### config.mk
export PLATFORM = sky130hd
export DESIGN_NAME = adc_average_to_pwm_duty_display_top_flat
export DESIGN_NICKNAME = d
export VERILOG_FILES = /design/src/rtl/adcpwm_pkg.sv /design/src/rtl/adcpwm_if.sv /design/src/rtl/adcpwm_front.sv /design/src/rtl/adcpwm_queue.sv /design/src/rtl/adcpwm_back.sv /design/src/rtl/adc_average_to_pwm_duty_display_top.sv /design/src/flat_wrapper.sv
export SDC_FILE = /design/constraint.sdc
export NUM_CORES = 1
export LEC_CHECK = 0
export ABC_AREA = 1
export BUFFER_PORTS_ARGS = -buffer_cell sky130_fd_sc_hd__buf_2
export CORE_MARGIN = 2
export CORE_UTILIZATION = 30
export CTS_CLUSTER_SIZE = 40
export DETAILED_ROUTE_END_ITERATION = 10
export PLACE_DENSITY = 0.46
export REMOVE_ABC_BUFFERS = 1
export SYNTH_ARGS = -nofsm -noshare
export SYNTH_HDL_FRONTEND = slang
export SYNTH_SLANG_ARGS = --single-unit
### constraint.sdc
create_clock -name clk -period 5.9 [get_ports clk]
set_input_delay 1.18 -clock clk [delete_from_list [all_inputs] [get_ports clk]]
set_output_delay 1.18 -clock clk [all_outputs]
set_load 0.02 [all_outputs]
### src/rtl/adcpwm_pkg.sv
// Shared constants, queue entry type and segment decoder for the duty/display block.
package adcpwm_pkg;

  localparam logic OP_CONV = 1'b0;
  localparam logic OP_TICK = 1'b1;

  localparam int SAMPLE_W = 10;
  localparam int DUTY_W   = 7;
  localparam int CMP_W    = 17;
  localparam int PERIOD_W = 16;
  localparam int SEG_W    = 7;

  localparam logic [PERIOD_W-1:0] PERIOD_RESET = 16'd19999;
  localparam logic [DUTY_W-1:0]   DUTY_RESET   = 7'd50;
  localparam logic [DUTY_W-1:0]   DUTY_FULL    = 7'd100;
  localparam logic [SEG_W-1:0]    SEG_FULL     = 7'h5C;
  localparam logic [SEG_W-1:0]    SEG_BLANK    = 7'h00;

  // floor(2^29 / 100); estimate is at most one low, fixed up afterwards
  localparam logic [22:0] CMP_RECIP = 23'd5368709;

  localparam int QDEPTH = 2;
  localparam int QPTR_W = 1;

  typedef struct packed {
    logic                is_tick;
    logic [SAMPLE_W-1:0] mean;
  } q_entry_t;

  function automatic logic [SEG_W-1:0] seg_digit(input logic [3:0] d);
    logic [SEG_W-1:0] s;
    unique case (d)
      4'd0:    s = 7'h3F;
      4'd1:    s = 7'h06;
      4'd2:    s = 7'h5B;
      4'd3:    s = 7'h4F;
      4'd4:    s = 7'h66;
      4'd5:    s = 7'h6D;
      4'd6:    s = 7'h7D;
      4'd7:    s = 7'h07;
      4'd8:    s = 7'h7F;
      4'd9:    s = 7'h67;
      default: s = SEG_BLANK;
    endcase
    return s;
  endfunction

endpackage

### src/rtl/adcpwm_if.sv
// Channel interfaces: input items, result items and the period register write.
interface adcpwm_in_if import adcpwm_pkg::*; ();
  logic                valid;
  logic                ready;
  logic                opcode;
  logic [SAMPLE_W-1:0] sample_a;
  logic [SAMPLE_W-1:0] sample_b;
  logic [SAMPLE_W-1:0] sample_c;
  logic [SAMPLE_W-1:0] sample_d;

  modport source (output valid, opcode, sample_a, sample_b, sample_c, sample_d, input ready);
  modport sink   (input valid, opcode, sample_a, sample_b, sample_c, sample_d, output ready);
endinterface

interface adcpwm_out_if import adcpwm_pkg::*; ();
  logic              valid;
  logic              ready;
  logic [DUTY_W-1:0] duty_percent;
  logic [CMP_W-1:0]  compare_value;
  logic              high_digit_on;
  logic [SEG_W-1:0]  segments;
  logic              full_led;

  modport source (output valid, duty_percent, compare_value, high_digit_on, segments,
                  full_led, input ready);
  modport sink   (input valid, duty_percent, compare_value, high_digit_on, segments,
                  full_led, output ready);
endinterface

interface adcpwm_cfg_if import adcpwm_pkg::*; ();
  logic                valid;
  logic                ready;
  logic [PERIOD_W-1:0] data;

  modport source (output valid, data, input ready);
  modport sink   (input valid, data, output ready);
endinterface

### src/rtl/adcpwm_front.sv
// Front end: accepts items, decodes the opcode and forms the rounded sample mean.
module adcpwm_front import adcpwm_pkg::*; (
  adcpwm_in_if.sink item,
  input  logic      q_full,
  output logic      q_push,
  output q_entry_t  q_entry
);

  logic [SAMPLE_W+1:0] sum;

  assign item.ready = !q_full;
  assign q_push     = item.valid && !q_full;

  // four samples plus the rounding half, then divide by four
  assign sum = {2'b00, item.sample_a} + {2'b00, item.sample_b}
             + {2'b00, item.sample_c} + {2'b00, item.sample_d} + 12'd2;

  assign q_entry.is_tick = (item.opcode == OP_TICK);
  assign q_entry.mean    = sum[SAMPLE_W+1:2];

endmodule

### src/rtl/adcpwm_queue.sv
// Short FIFO of decoded items between front and back end.
module adcpwm_queue import adcpwm_pkg::*; (
  input  logic     clk,
  input  logic     rst,
  input  logic     push,
  input  q_entry_t push_entry,
  output logic     full,
  input  logic     pop,
  output q_entry_t pop_entry,
  output logic     empty
);

  q_entry_t          slots [QDEPTH];
  logic [QPTR_W-1:0] wptr;
  logic [QPTR_W-1:0] rptr;
  logic [QPTR_W:0]   count;

  assign full      = (count == (QPTR_W+1)'(QDEPTH));
  assign empty     = (count == '0);
  assign pop_entry = slots[rptr];

  always_ff @(posedge clk) begin
    if (push) begin
      slots[wptr] <= push_entry;
    end
  end

  always_ff @(posedge clk) begin
    if (rst) begin
      wptr  <= '0;
      rptr  <= '0;
      count <= '0;
    end else begin
      if (push) begin
        wptr <= (wptr == QPTR_W'(QDEPTH-1)) ? '0 : wptr + 1'b1;
      end
      if (pop) begin
        rptr <= (rptr == QPTR_W'(QDEPTH-1)) ? '0 : rptr + 1'b1;
      end
      unique case ({push, pop})
        2'b10:   count <= count + 1'b1;
        2'b01:   count <= count - 1'b1;
        default: count <= count;
      endcase
    end
  end

endmodule

### src/rtl/adcpwm_back.sv
// Back end: duty update, compare value by reciprocal, display decode, result register.
module adcpwm_back import adcpwm_pkg::*; (
  input  logic          clk,
  input  logic          rst,
  adcpwm_cfg_if.sink    cfg,
  input  logic          q_empty,
  input  q_entry_t      q_entry,
  output logic          q_pop,
  adcpwm_out_if.source  result
);

  localparam logic [2:0] S_IDLE     = 3'd0;
  localparam logic [2:0] S_DUTY_EST = 3'd1;
  localparam logic [2:0] S_DUTY_FIX = 3'd2;
  localparam logic [2:0] S_CMP_MUL  = 3'd3;
  localparam logic [2:0] S_CMP_EST  = 3'd4;
  localparam logic [2:0] S_CMP_FIX  = 3'd5;

  logic [2:0]          state;
  logic [PERIOD_W-1:0] period;
  logic [DUTY_W-1:0]   duty_value;
  logic                digit_phase;
  logic                is_tick;
  logic [16:0]         x;
  logic [DUTY_W-1:0]   dq;
  logic [22:0]         y;
  logic [CMP_W-1:0]    cq;

  logic                out_valid;
  logic [DUTY_W-1:0]   out_duty;
  logic [CMP_W-1:0]    out_cmp;
  logic                out_high;
  logic [SEG_W-1:0]    out_seg;
  logic                out_full;

  logic [16:0]         x_next;
  logic [26:0]         x_rcp;
  logic [16:0]         dq_mul;
  logic [16:0]         dq_rem;
  logic [DUTY_W-1:0]   duty_fix;
  logic [CMP_W-1:0]    counts;
  logic [23:0]         y_prod;
  logic [45:0]         c_prod;
  logic [22:0]         cq_mul;
  logic [22:0]         cq_rem;
  logic [CMP_W-1:0]    cmp_fix;
  logic [14:0]         tens_prod;
  logic [3:0]          tens;
  logic [DUTY_W-1:0]   tens_x10;
  logic [DUTY_W-1:0]   units_w;
  logic [SEG_W-1:0]    seg_next;
  logic                out_free;

  assign cfg.ready = 1'b1;
  assign q_pop     = (state == S_IDLE) && !q_empty;
  assign out_free  = !out_valid || result.ready;

  // duty = (100*mean + 511) / 1023, via x*1025 >> 20 and one correction
  assign x_next   = 17'(q_entry.mean * 17'd100) + 17'd511;
  assign x_rcp    = {x, 10'b0} + 27'(x);
  assign dq_mul   = {dq, 10'b0} - 17'(dq);
  assign dq_rem   = x - dq_mul;
  assign duty_fix = dq + DUTY_W'(dq_rem >= 17'd1023);

  // compare = ((period+1)*duty + 50) / 100
  assign counts  = 17'(period) + 17'd1;
  assign y_prod  = counts * duty_value;
  assign c_prod  = y * CMP_RECIP;
  assign cq_mul  = 23'(cq) * 23'd100;
  assign cq_rem  = y - cq_mul;
  assign cmp_fix = cq + CMP_W'(cq_rem >= 23'd100);

  // tens by *205 >> 11, exact below 100
  assign tens_prod = duty_value * 15'd205;
  assign tens      = tens_prod[14:11];
  assign tens_x10  = {3'b000, tens} * 7'd10;
  assign units_w   = duty_value - tens_x10;

  always_comb begin
    priority if (!is_tick) begin
      seg_next = SEG_BLANK;
    end else if (duty_value == DUTY_FULL) begin
      seg_next = SEG_FULL;
    end else if (!digit_phase) begin
      seg_next = seg_digit(tens);
    end else begin
      seg_next = seg_digit(units_w[3:0]);
    end
  end

  always_ff @(posedge clk) begin
    if (rst) begin
      state       <= S_IDLE;
      period      <= PERIOD_RESET;
      duty_value  <= DUTY_RESET;
      digit_phase <= 1'b0;
      out_valid   <= 1'b0;
    end else begin
      if (cfg.valid) begin
        period <= cfg.data;
      end
      // in S_CMP_FIX the result register is reloaded below
      if (out_valid && result.ready && state != S_CMP_FIX) begin
        out_valid <= 1'b0;
      end
      unique case (state)
        S_IDLE: begin
          if (!q_empty) begin
            is_tick <= q_entry.is_tick;
            x       <= x_next;
            if (q_entry.is_tick) begin
              digit_phase <= !digit_phase;
              state       <= S_CMP_MUL;
            end else begin
              state <= S_DUTY_EST;
            end
          end
        end
        S_DUTY_EST: begin
          dq    <= x_rcp[26:20];
          state <= S_DUTY_FIX;
        end
        S_DUTY_FIX: begin
          duty_value <= duty_fix;
          state      <= S_CMP_MUL;
        end
        S_CMP_MUL: begin
          y     <= y_prod[22:0] + 23'd50;
          state <= S_CMP_EST;
        end
        S_CMP_EST: begin
          cq    <= c_prod[45:29];
          state <= S_CMP_FIX;
        end
        S_CMP_FIX: begin
          if (out_free) begin
            out_valid <= 1'b1;
            out_duty  <= duty_value;
            out_cmp   <= cmp_fix;
            out_high  <= is_tick && !digit_phase;
            out_seg   <= seg_next;
            out_full  <= (duty_value == DUTY_FULL);
            state     <= S_IDLE;
          end
        end
        default: state <= S_IDLE;
      endcase
    end
  end

  assign result.valid         = out_valid;
  assign result.duty_percent  = out_duty;
  assign result.compare_value = out_cmp;
  assign result.high_digit_on = out_high;
  assign result.segments      = out_seg;
  assign result.full_led      = out_full;

`ifndef SYNTHESIS
  a_duty_range: assert property (@(posedge clk) disable iff (rst)
    duty_value <= DUTY_FULL)
    else $error("duty above full scale");

  a_duty_fix: assert property (@(posedge clk) disable iff (rst)
    state == S_DUTY_FIX |-> dq_rem < 17'd2046)
    else $error("duty estimate off by more than one");

  a_cmp_fix: assert property (@(posedge clk) disable iff (rst)
    state == S_CMP_FIX |-> cq_rem < 23'd200)
    else $error("compare estimate off by more than one");

  a_pop_busy: assert property (@(posedge clk) disable iff (rst)
    q_pop |=> state != S_IDLE)
    else $error("sequencer idle after taking an item");
`endif

endmodule

### src/rtl/adc_average_to_pwm_duty_display_top.sv
// Top level: ADC average to PWM duty with two-digit display drive.
//
// Channels: item (opcode + four 10-bit samples), result (duty, compare value,
// digit select, segments, full LED) and cfg (PWM period minus one, 16 bits).
// Every item yields exactly one result beat, in order.
// A conversion item passes the back end sequencer states S_IDLE (take it
// from the queue), S_DUTY_EST and S_DUTY_FIX (duty division by 1023), then
// S_CMP_MUL, S_CMP_EST and S_CMP_FIX (compare value); a tick item skips the
// duty steps. The sequencer handles one item at a time and takes the next
// only after S_CMP_FIX has loaded the result register. When the sequencer is
// idle, the item lands in a two-entry queue at its beat and is taken in the
// cycle that follows.
// Reset (rst, synchronous) sets period 19999, duty 50, units digit next, and
// empties queue and result register. cfg.ready is always high; write the
// period only while no item is in flight.
// If the receiver stalls, the result register holds; the sequencer finishes
// its item and waits, and the queue keeps taking items until it is full.
module adc_average_to_pwm_duty_display_top import adcpwm_pkg::*; (
  input  logic         clk,
  input  logic         rst,
  adcpwm_in_if.sink    item,
  adcpwm_cfg_if.sink   cfg,
  adcpwm_out_if.source result
);

  q_entry_t push_entry;
  q_entry_t pop_entry;
  logic     q_push;
  logic     q_pop;
  logic     q_full;
  logic     q_empty;

  adcpwm_front u_front (
    .item    (item),
    .q_full  (q_full),
    .q_push  (q_push),
    .q_entry (push_entry)
  );

  adcpwm_queue u_queue (
    .clk        (clk),
    .rst        (rst),
    .push       (q_push),
    .push_entry (push_entry),
    .full       (q_full),
    .pop        (q_pop),
    .pop_entry  (pop_entry),
    .empty      (q_empty)
  );

  adcpwm_back u_back (
    .clk     (clk),
    .rst     (rst),
    .cfg     (cfg),
    .q_empty (q_empty),
    .q_entry (pop_entry),
    .q_pop   (q_pop),
    .result  (result)
  );

endmodule
### src/flat_wrapper.sv
// flat-port wrapper written by rule: the top's interface ports become plain ports
module adc_average_to_pwm_duty_display_top_flat import adcpwm_pkg::*;
  (clk, rst, item_valid, item_opcode, item_sample_a, item_sample_b, item_sample_c, item_sample_d, item_ready, cfg_valid, cfg_data, cfg_ready, result_valid, result_duty_percent, result_compare_value, result_high_digit_on, result_segments, result_full_led, result_ready);
  adcpwm_in_if item_i ();
  adcpwm_cfg_if cfg_i ();
  adcpwm_out_if result_i ();
  input  logic clk;
  input  logic rst;
  input wire logic [$bits(item_i.valid)-1:0] item_valid;
  input wire logic [$bits(item_i.opcode)-1:0] item_opcode;
  input wire logic [$bits(item_i.sample_a)-1:0] item_sample_a;
  input wire logic [$bits(item_i.sample_b)-1:0] item_sample_b;
  input wire logic [$bits(item_i.sample_c)-1:0] item_sample_c;
  input wire logic [$bits(item_i.sample_d)-1:0] item_sample_d;
  output wire logic [$bits(item_i.ready)-1:0] item_ready;
  input wire logic [$bits(cfg_i.valid)-1:0] cfg_valid;
  input wire logic [$bits(cfg_i.data)-1:0] cfg_data;
  output wire logic [$bits(cfg_i.ready)-1:0] cfg_ready;
  output wire logic [$bits(result_i.valid)-1:0] result_valid;
  output wire logic [$bits(result_i.duty_percent)-1:0] result_duty_percent;
  output wire logic [$bits(result_i.compare_value)-1:0] result_compare_value;
  output wire logic [$bits(result_i.high_digit_on)-1:0] result_high_digit_on;
  output wire logic [$bits(result_i.segments)-1:0] result_segments;
  output wire logic [$bits(result_i.full_led)-1:0] result_full_led;
  input wire logic [$bits(result_i.ready)-1:0] result_ready;
  assign item_i.valid = item_valid;
  assign item_i.opcode = item_opcode;
  assign item_i.sample_a = item_sample_a;
  assign item_i.sample_b = item_sample_b;
  assign item_i.sample_c = item_sample_c;
  assign item_i.sample_d = item_sample_d;
  assign item_ready = item_i.ready;
  assign cfg_i.valid = cfg_valid;
  assign cfg_i.data = cfg_data;
  assign cfg_ready = cfg_i.ready;
  assign result_valid = result_i.valid;
  assign result_duty_percent = result_i.duty_percent;
  assign result_compare_value = result_i.compare_value;
  assign result_high_digit_on = result_i.high_digit_on;
  assign result_segments = result_i.segments;
  assign result_full_led = result_i.full_led;
  assign result_i.ready = result_ready;
  adc_average_to_pwm_duty_display_top u_core (.clk(clk), .rst(rst), .item(item_i), .cfg(cfg_i), .result(result_i));
endmodule
# Word-level counts from Yosys, hierarchy flattened
# Memories as Yosys holds them, arrays and structs flattened. A register that Yosys moved wholly into a read port is not among the register bits.
# Cells that the tools add are included.
# W data, S select, Z words.
[word_totals]
reg_bits = 130
ramBits = 22
romBits = 224
in_bits = 62
output_inout_bits = 36
word_cells = 100
n_memories = 3
[mem_list]
columns = ["name", "words", "width", "read_ports", "rd_ports_with_merged_regs", "wr", "line", "rtl"]
rows = [
  ["(no name shown)", 16, 7, 1, 0, 0, "adcpwm_pkg.sv:32", "unique case (d)"],
  ["(no name shown)", 16, 7, 1, 0, 0, "adcpwm_pkg.sv:32", ""],
  ["u_core.u_queue.slots", 2, 11, 1, 1, 1, "adcpwm_queue.sv:13", "q_entry_t slots [QDEPTH];"],
]
[op_classes]
add_sub_neg = 18
mul = 6
magnitude_cmp = 2
eq_ne = 12
muxes = 16
n_bitwise = 3
reduce_logical = 21
[op_table]
columns = ["operator", "n"]
rows = [
  ["$mul A23 B23 Y46 const B", 1],
  ["$add A27 B17 Y27", 1],
  ["$add A23 B6 Y23 const B", 1],
  ["$ge A23 B7 Y1 const B", 1],
  ["$mul A17 B7 Y23", 1],
  ["$sub A23 B23 Y23", 1],
  ["$mul A17 B5 Y21 const B", 1],
  ["$pmux W3 S6", 1],
  ["$add A16 B1 Y17 const B", 1],
  ["$add A17 B1 Y17", 1],
  ["$add A17 B9 Y17 const B", 1],
  ["$ge A17 B10 Y1 const B", 1],
  ["$sub A17 B17 Y17", 1],
  ["$sub A17 B7 Y17", 1],
  ["$mul A10 B5 Y15 const B", 1],
  ["$mul A7 B8 Y15 const B", 1],
  ["$mux W7", 2],
  ["$add A11 B10 Y12", 1],
  ["$add A12 B10 Y12", 1],
  ["$add A12 B2 Y12 const B", 1],
  ["$add A10 B10 Y11", 1],
  ["$mux W1", 9],
  ["$reduce_and A3 Y1", 3],
  ["$reduce_and A2 Y1", 4],
  ["other kinds (25)", 40],
]

# Depth between registers and ports, before layout
# An unclocked memory read counts as a cell.
[logic_depth]
ltp_word = 6
mapped_depth = 33
depth_no_buf = 33

# Cells and area by module
# From an unflattened synthesis, not the netlist that was laid out.
[unflattened]
cells_unflattened = 3092
hier_area_um2 = 26795.7
[modules_own_cells]
columns = ["mod", "instances", "cells_per_inst", "area_each_um2", "seq_area_each_um2"]
rows = [
  ["adcpwm_back", 1, 2837, 24549.8, 3443.3],
  ["adcpwm_front", 1, 188, 1187.4, 0.0],
  ["adcpwm_queue", 1, 67, 1058.5, 760.7],
]

# Worst setup path after synthesis
# No wires, ideal clock.
[synth_path]
path_kind = "register to register"
from = "reg u_core.u_back.y[9]"
to = "reg u_core.u_back.cq[16] (data pin)"
setup_ps = 252
arrival_time_ps = 5315
required_time_ps = 5648
slack_ps = 333
path_stages_with_launch = 21
n_path_buf = 0
synth_period_minus_slack_ps = 5567
path_cell_list = "edfxtp_1 ha_1 fa_1 fa_1 fa_1 inv_1 fa_1 inv_1 fa_1 fa_1 ha_1 a21oi_1 o21bai_1 inv_1 o21ai_0 a21oi_1 nand2_1 a21oi_1 o21ai_0 nand2_1 nand2_1"
[synth_between]
elab_chain_len = 1
[synth_lines]
columns = ["element", "line", "rtl"]
rows = [
  ["from (decl)", "adcpwm_back.sv:26", "logic [22:0] y;"],
  ["from (signal assigned)", "adcpwm_back.sv:128", "y <= y_prod[22:0] + 23'd50;"],
  ["$mul A23 B23 Y46", "adcpwm_back.sv:68", "assign c_prod = y * CMP_RECIP;"],
  ["via u_core.u_back.c_prod[45]", "adcpwm_back.sv:43", "logic [45:0] c_prod;"],
  ["to (signal assigned)", "adcpwm_back.sv:132", "cq <= c_prod[45:29];"],
  ["to (decl)", "adcpwm_back.sv:27", "logic [CMP_W-1:0] cq;"],
]
# The timed path passes the listed nets, and every way through them passes these cells.
# A chain may end at the register's enable or synchronous reset.

# Final worst setup path
[layout_path]
from = "reg u_core.u_back.y[15]"
to = "reg u_core.u_back.cq[15] (data pin)"
# The elaborated chain is that of the path after synthesis.

==> metrics.md <==
| Metric | Value |
|---|---|
| TritonCTS buffer count | `17` |
| Worst-Margin Slew | `950 ps` |
| Clock buffer depth | `2` |
| Row count | `109` |
| Post-synth top area share | `0.248` |
| Final Skew | `10.8 ps` |
| Met2 wire length | `34.5 mm` |
| Worst EP arrival | `5990 ps` |
| Gate Count Post-Synth | `between 3000 and 4000` |
| Via Count | `~20000` |
| Register area | `between 4000 and 5000 um2` |
| Total clock sinks | `151` |
| Layout cells sized above 1 | `0.138` |
| XOR/XNOR Fraction of Synth Area | `0.0451` |
| Gr usage total | `0.162` |
| Largest net degree at the start of global routing | `34` |
| Non-filler cells, final | `about 4500` |
| Startpoint Class | `flop` |
| Ports | `98` |
| Metal-1 WL | `~34 mm` |
| R2R depth | `19` |
| Multi-input gate area | `20600 um2` |
| Core Box Area | `88100 um2` |
| Setup TNS | `0 ps` |
| Synth area leaders | `ha_1 (25%), fa_1 (23%), edfxtp_1 (13%)` |
| Hold crit path type | `flop to flop` |
| N_diodes | `0` |
| HPWL after DPL | `between 60 and 70 mm` |
| Initial Util | `0.302` |
| Vias per inst | `4.52` |
| Die W | `302 um` |
| Clock transition at path regs | `70 ps` |
| Overflow after GRT | `0` |
| Seq/Total Area, Yosys | `0.158` |
| Vias in the first global route | `21030` |
| Synth area leader | `ha_1` |
| Synthesized area per cell | `a little under 9 um2` |
| RSZ-0062 raised after global routing | `yes` |
| Setup crit end kind | `flop` |
| Multiplexer share of the synthesized area | `0` |
| Met3 routed WL | `2.03 mm` |
| Syn Std Cell Area | `26600 um2` |
| Drt first pass iters | `6` |
| Fmax | `~0.17 GHz` |
| Post-DR wirelength/cell | `16.0 um` |
| Final period util | `0.975` |
| TritonCTS clock tree | `done` |
| H-tree depth | `4` |
| Final hold vios | `0` |
| Worst skew pair latency | `490 ps` |
| RD Place Congestion | `0.892` |
| First-pass GRT wire length | `114 mm` |
| Relative slew slack | `0.364` |
| Data required, critical path | `6140 ps` |
| Distinct cells, synth | `57` |
| Worst-path maximum fanout | `8` |
| Final nets | `4206` |
| Top layer in use | `met5` |
| Die ar. | `about 91000 um2` |
| Yosys warning count | `0` |
| CTS Hold Bufs | `0` |
| ANT nets after route | `0` |
| Post-synth EDFFs | `118` |
| Die height | `between 300 and 400 um` |
| Fill cells | `9312` |
| Status | `completed` |
| Hold path cells | `1` |
| DR DRC count | `0` |
| Adder-Cell Fraction of Synth Area | `0.483` |
| Synth Flop Type | `edfxtp_1` |
| Initial antenna violation count | `4` |
| Post-synthesis compound-gate area fraction | `0.0724` |
| IO buf count | `96` |
| Max Cap Viol | `0` |
| Dominant combinational cell family by area after synthesis | `adder cells` |
| CTS Root Cell | `clkbuf_16` |
| Drt initial violations | `943` |
| Final count of negative-setup-slack endpoints | `0` |
| Kind of critical path | `flop to flop` |
| Max-slew violations | `0` |
| WL final | `71.8 mm` |
| Area grow syn2layout | `17.0%` |
| Yosys reg bits | `approximately 150` |
| Inst Count DP | `4406` |
| Minimum clock period | `5750 ps` |
| Post-Synth Simple-Gate Area | `0.148` |
| Post-synth ARST share | `0` |
==> routing by layer <==
layer | vias to the layer above | GRT usage
li1 | 10301 | -
met2 | 227 | 0.277
met1 | 9667 | 0.214
met5 | - | 0
met3 | 71 | 0.0255
met4 | 8 | 0.0385
==> synth_stat cells (17+ instances only) <==
library cell  count
inv_1           617
ha_1            528
nand2_1         493
fa_1            312
nor2_1          237
a21oi_1         144
edfxtp_1        118
nand3_1          94
xor2_1           94
o21ai_0          82
xnor2_1          38
dfxtp_1          33
nand4_1          25
o21bai_1         22
nor3_1           20
a31oi_1          17
==> logic make-up after synthesis <==
logic type | Yosys count
AOI/OAI and AO/OA | 332
buffers and inverters | 651
xor gates and xnor gates | 134
DFF | 151
adders and majority gates | 840
and+or+nand+nor | 927
other | 1
==> state kept, by name (all words and copies together) (netlist names), 2 cells and up, named ones only <==
signal                              count
u_core.u_back.dq                        7
u_core.u_queue.count                    2
u_core.u_back.result.compare_value     17
u_core.u_back.duty_value                7
u_core.u_back.period                   16
u_core.u_back.state                     3
u_core.u_back.x                        15
u_core.u_back.result.duty_percent       7
u_core.u_back.result.segments           7
u_core.u_queue.slots                   22
u_core.u_back.cq                       17
u_core.u_back.y                        23
==> cell usage in the layout (no fill, tap or decap), types with 33 or more instances in the layout <==
master	netlist	routed
nand3_1	94	92
o21ai_0	82	75
xnor2_1	38	37
dfxtp_1	33	33
inv_1	617	613
buf_2	3	96
nand2_1	493	484
fa_1	312	309
buf_4	3	165
nor2_1	237	217
ha_1	528	492
xor2_1	94	93
a21oi_1	144	139
edfxtp_1	118	118
==> layout make-up <==
| class | instances | area share |
|---|---|---|
| inverters | 628 | 0.0758 |
| repair buffers | 272 | 0.0615 |
| multi-input cells | 2234 | 0.662 |
| clock inverters | 13 | 0.00422 |
| well taps | 1165 | 0.0468 |
| flip-flops and latches | 151 | 0.135 |
| clock buffers | 19 | 0.0142 |
==> critical path: stages (launching register included) <==
cell and delay [ps]:
edfxtp_1 410, buf_12 160, buf_4 150, ha_1 330
fa_1 510, fa_1 550, fa_1 440, fa_1 460
fa_1 530, ha_1 340, ha_1 380, a21o_1 220
a21oi_1 130, buf_4 140, nor2_1 30, nor2_1 90
o211a_1 190, o211ai_1 110, buf_4 160, xor2_1 150
==> worst paths after layout <==
| check | from | endpoint | slack [ps] |
|---|---|---|---|
| setup reg to reg | u_core.u_back.y[15] | u_core.u_back.cq[15] | 150 |
| setup / recovery | u_core.u_back.y[15] | u_core.u_back.cq[15] | 150 |
| hold reg to reg | u_core.u_queue.rptr | flop | 450 |
| hold / removal | u_core.u_queue.rptr | flop | 450 |
==> stage by stage <==
stage          hold WS (ps)  setup slack [ps]  cell area, um2  utilization
4_1_cts                 456              5.33           30100        0.342
3_5_place_dp            444             0.109           29500        0.335
2_1_floorplan           426               333           26500            -
3_3_place_gp            437             -1.12           29500        0.335
5_1_grt                 468             -36.1           31100        0.353
6_report                454               146           31100        0.353
==> timing repair <==
item / CTS / global route
resized for setup: 1 / 122
cloned: 0 / 0
setup buffers: 3 / 41
pin swaps: 1 / 36
setup endpoints to repair: 3 / 34
Power is left out: the tool's default activity adds up to more than one toggle a clock period on the data nets, which glitch-free logic cannot reach.
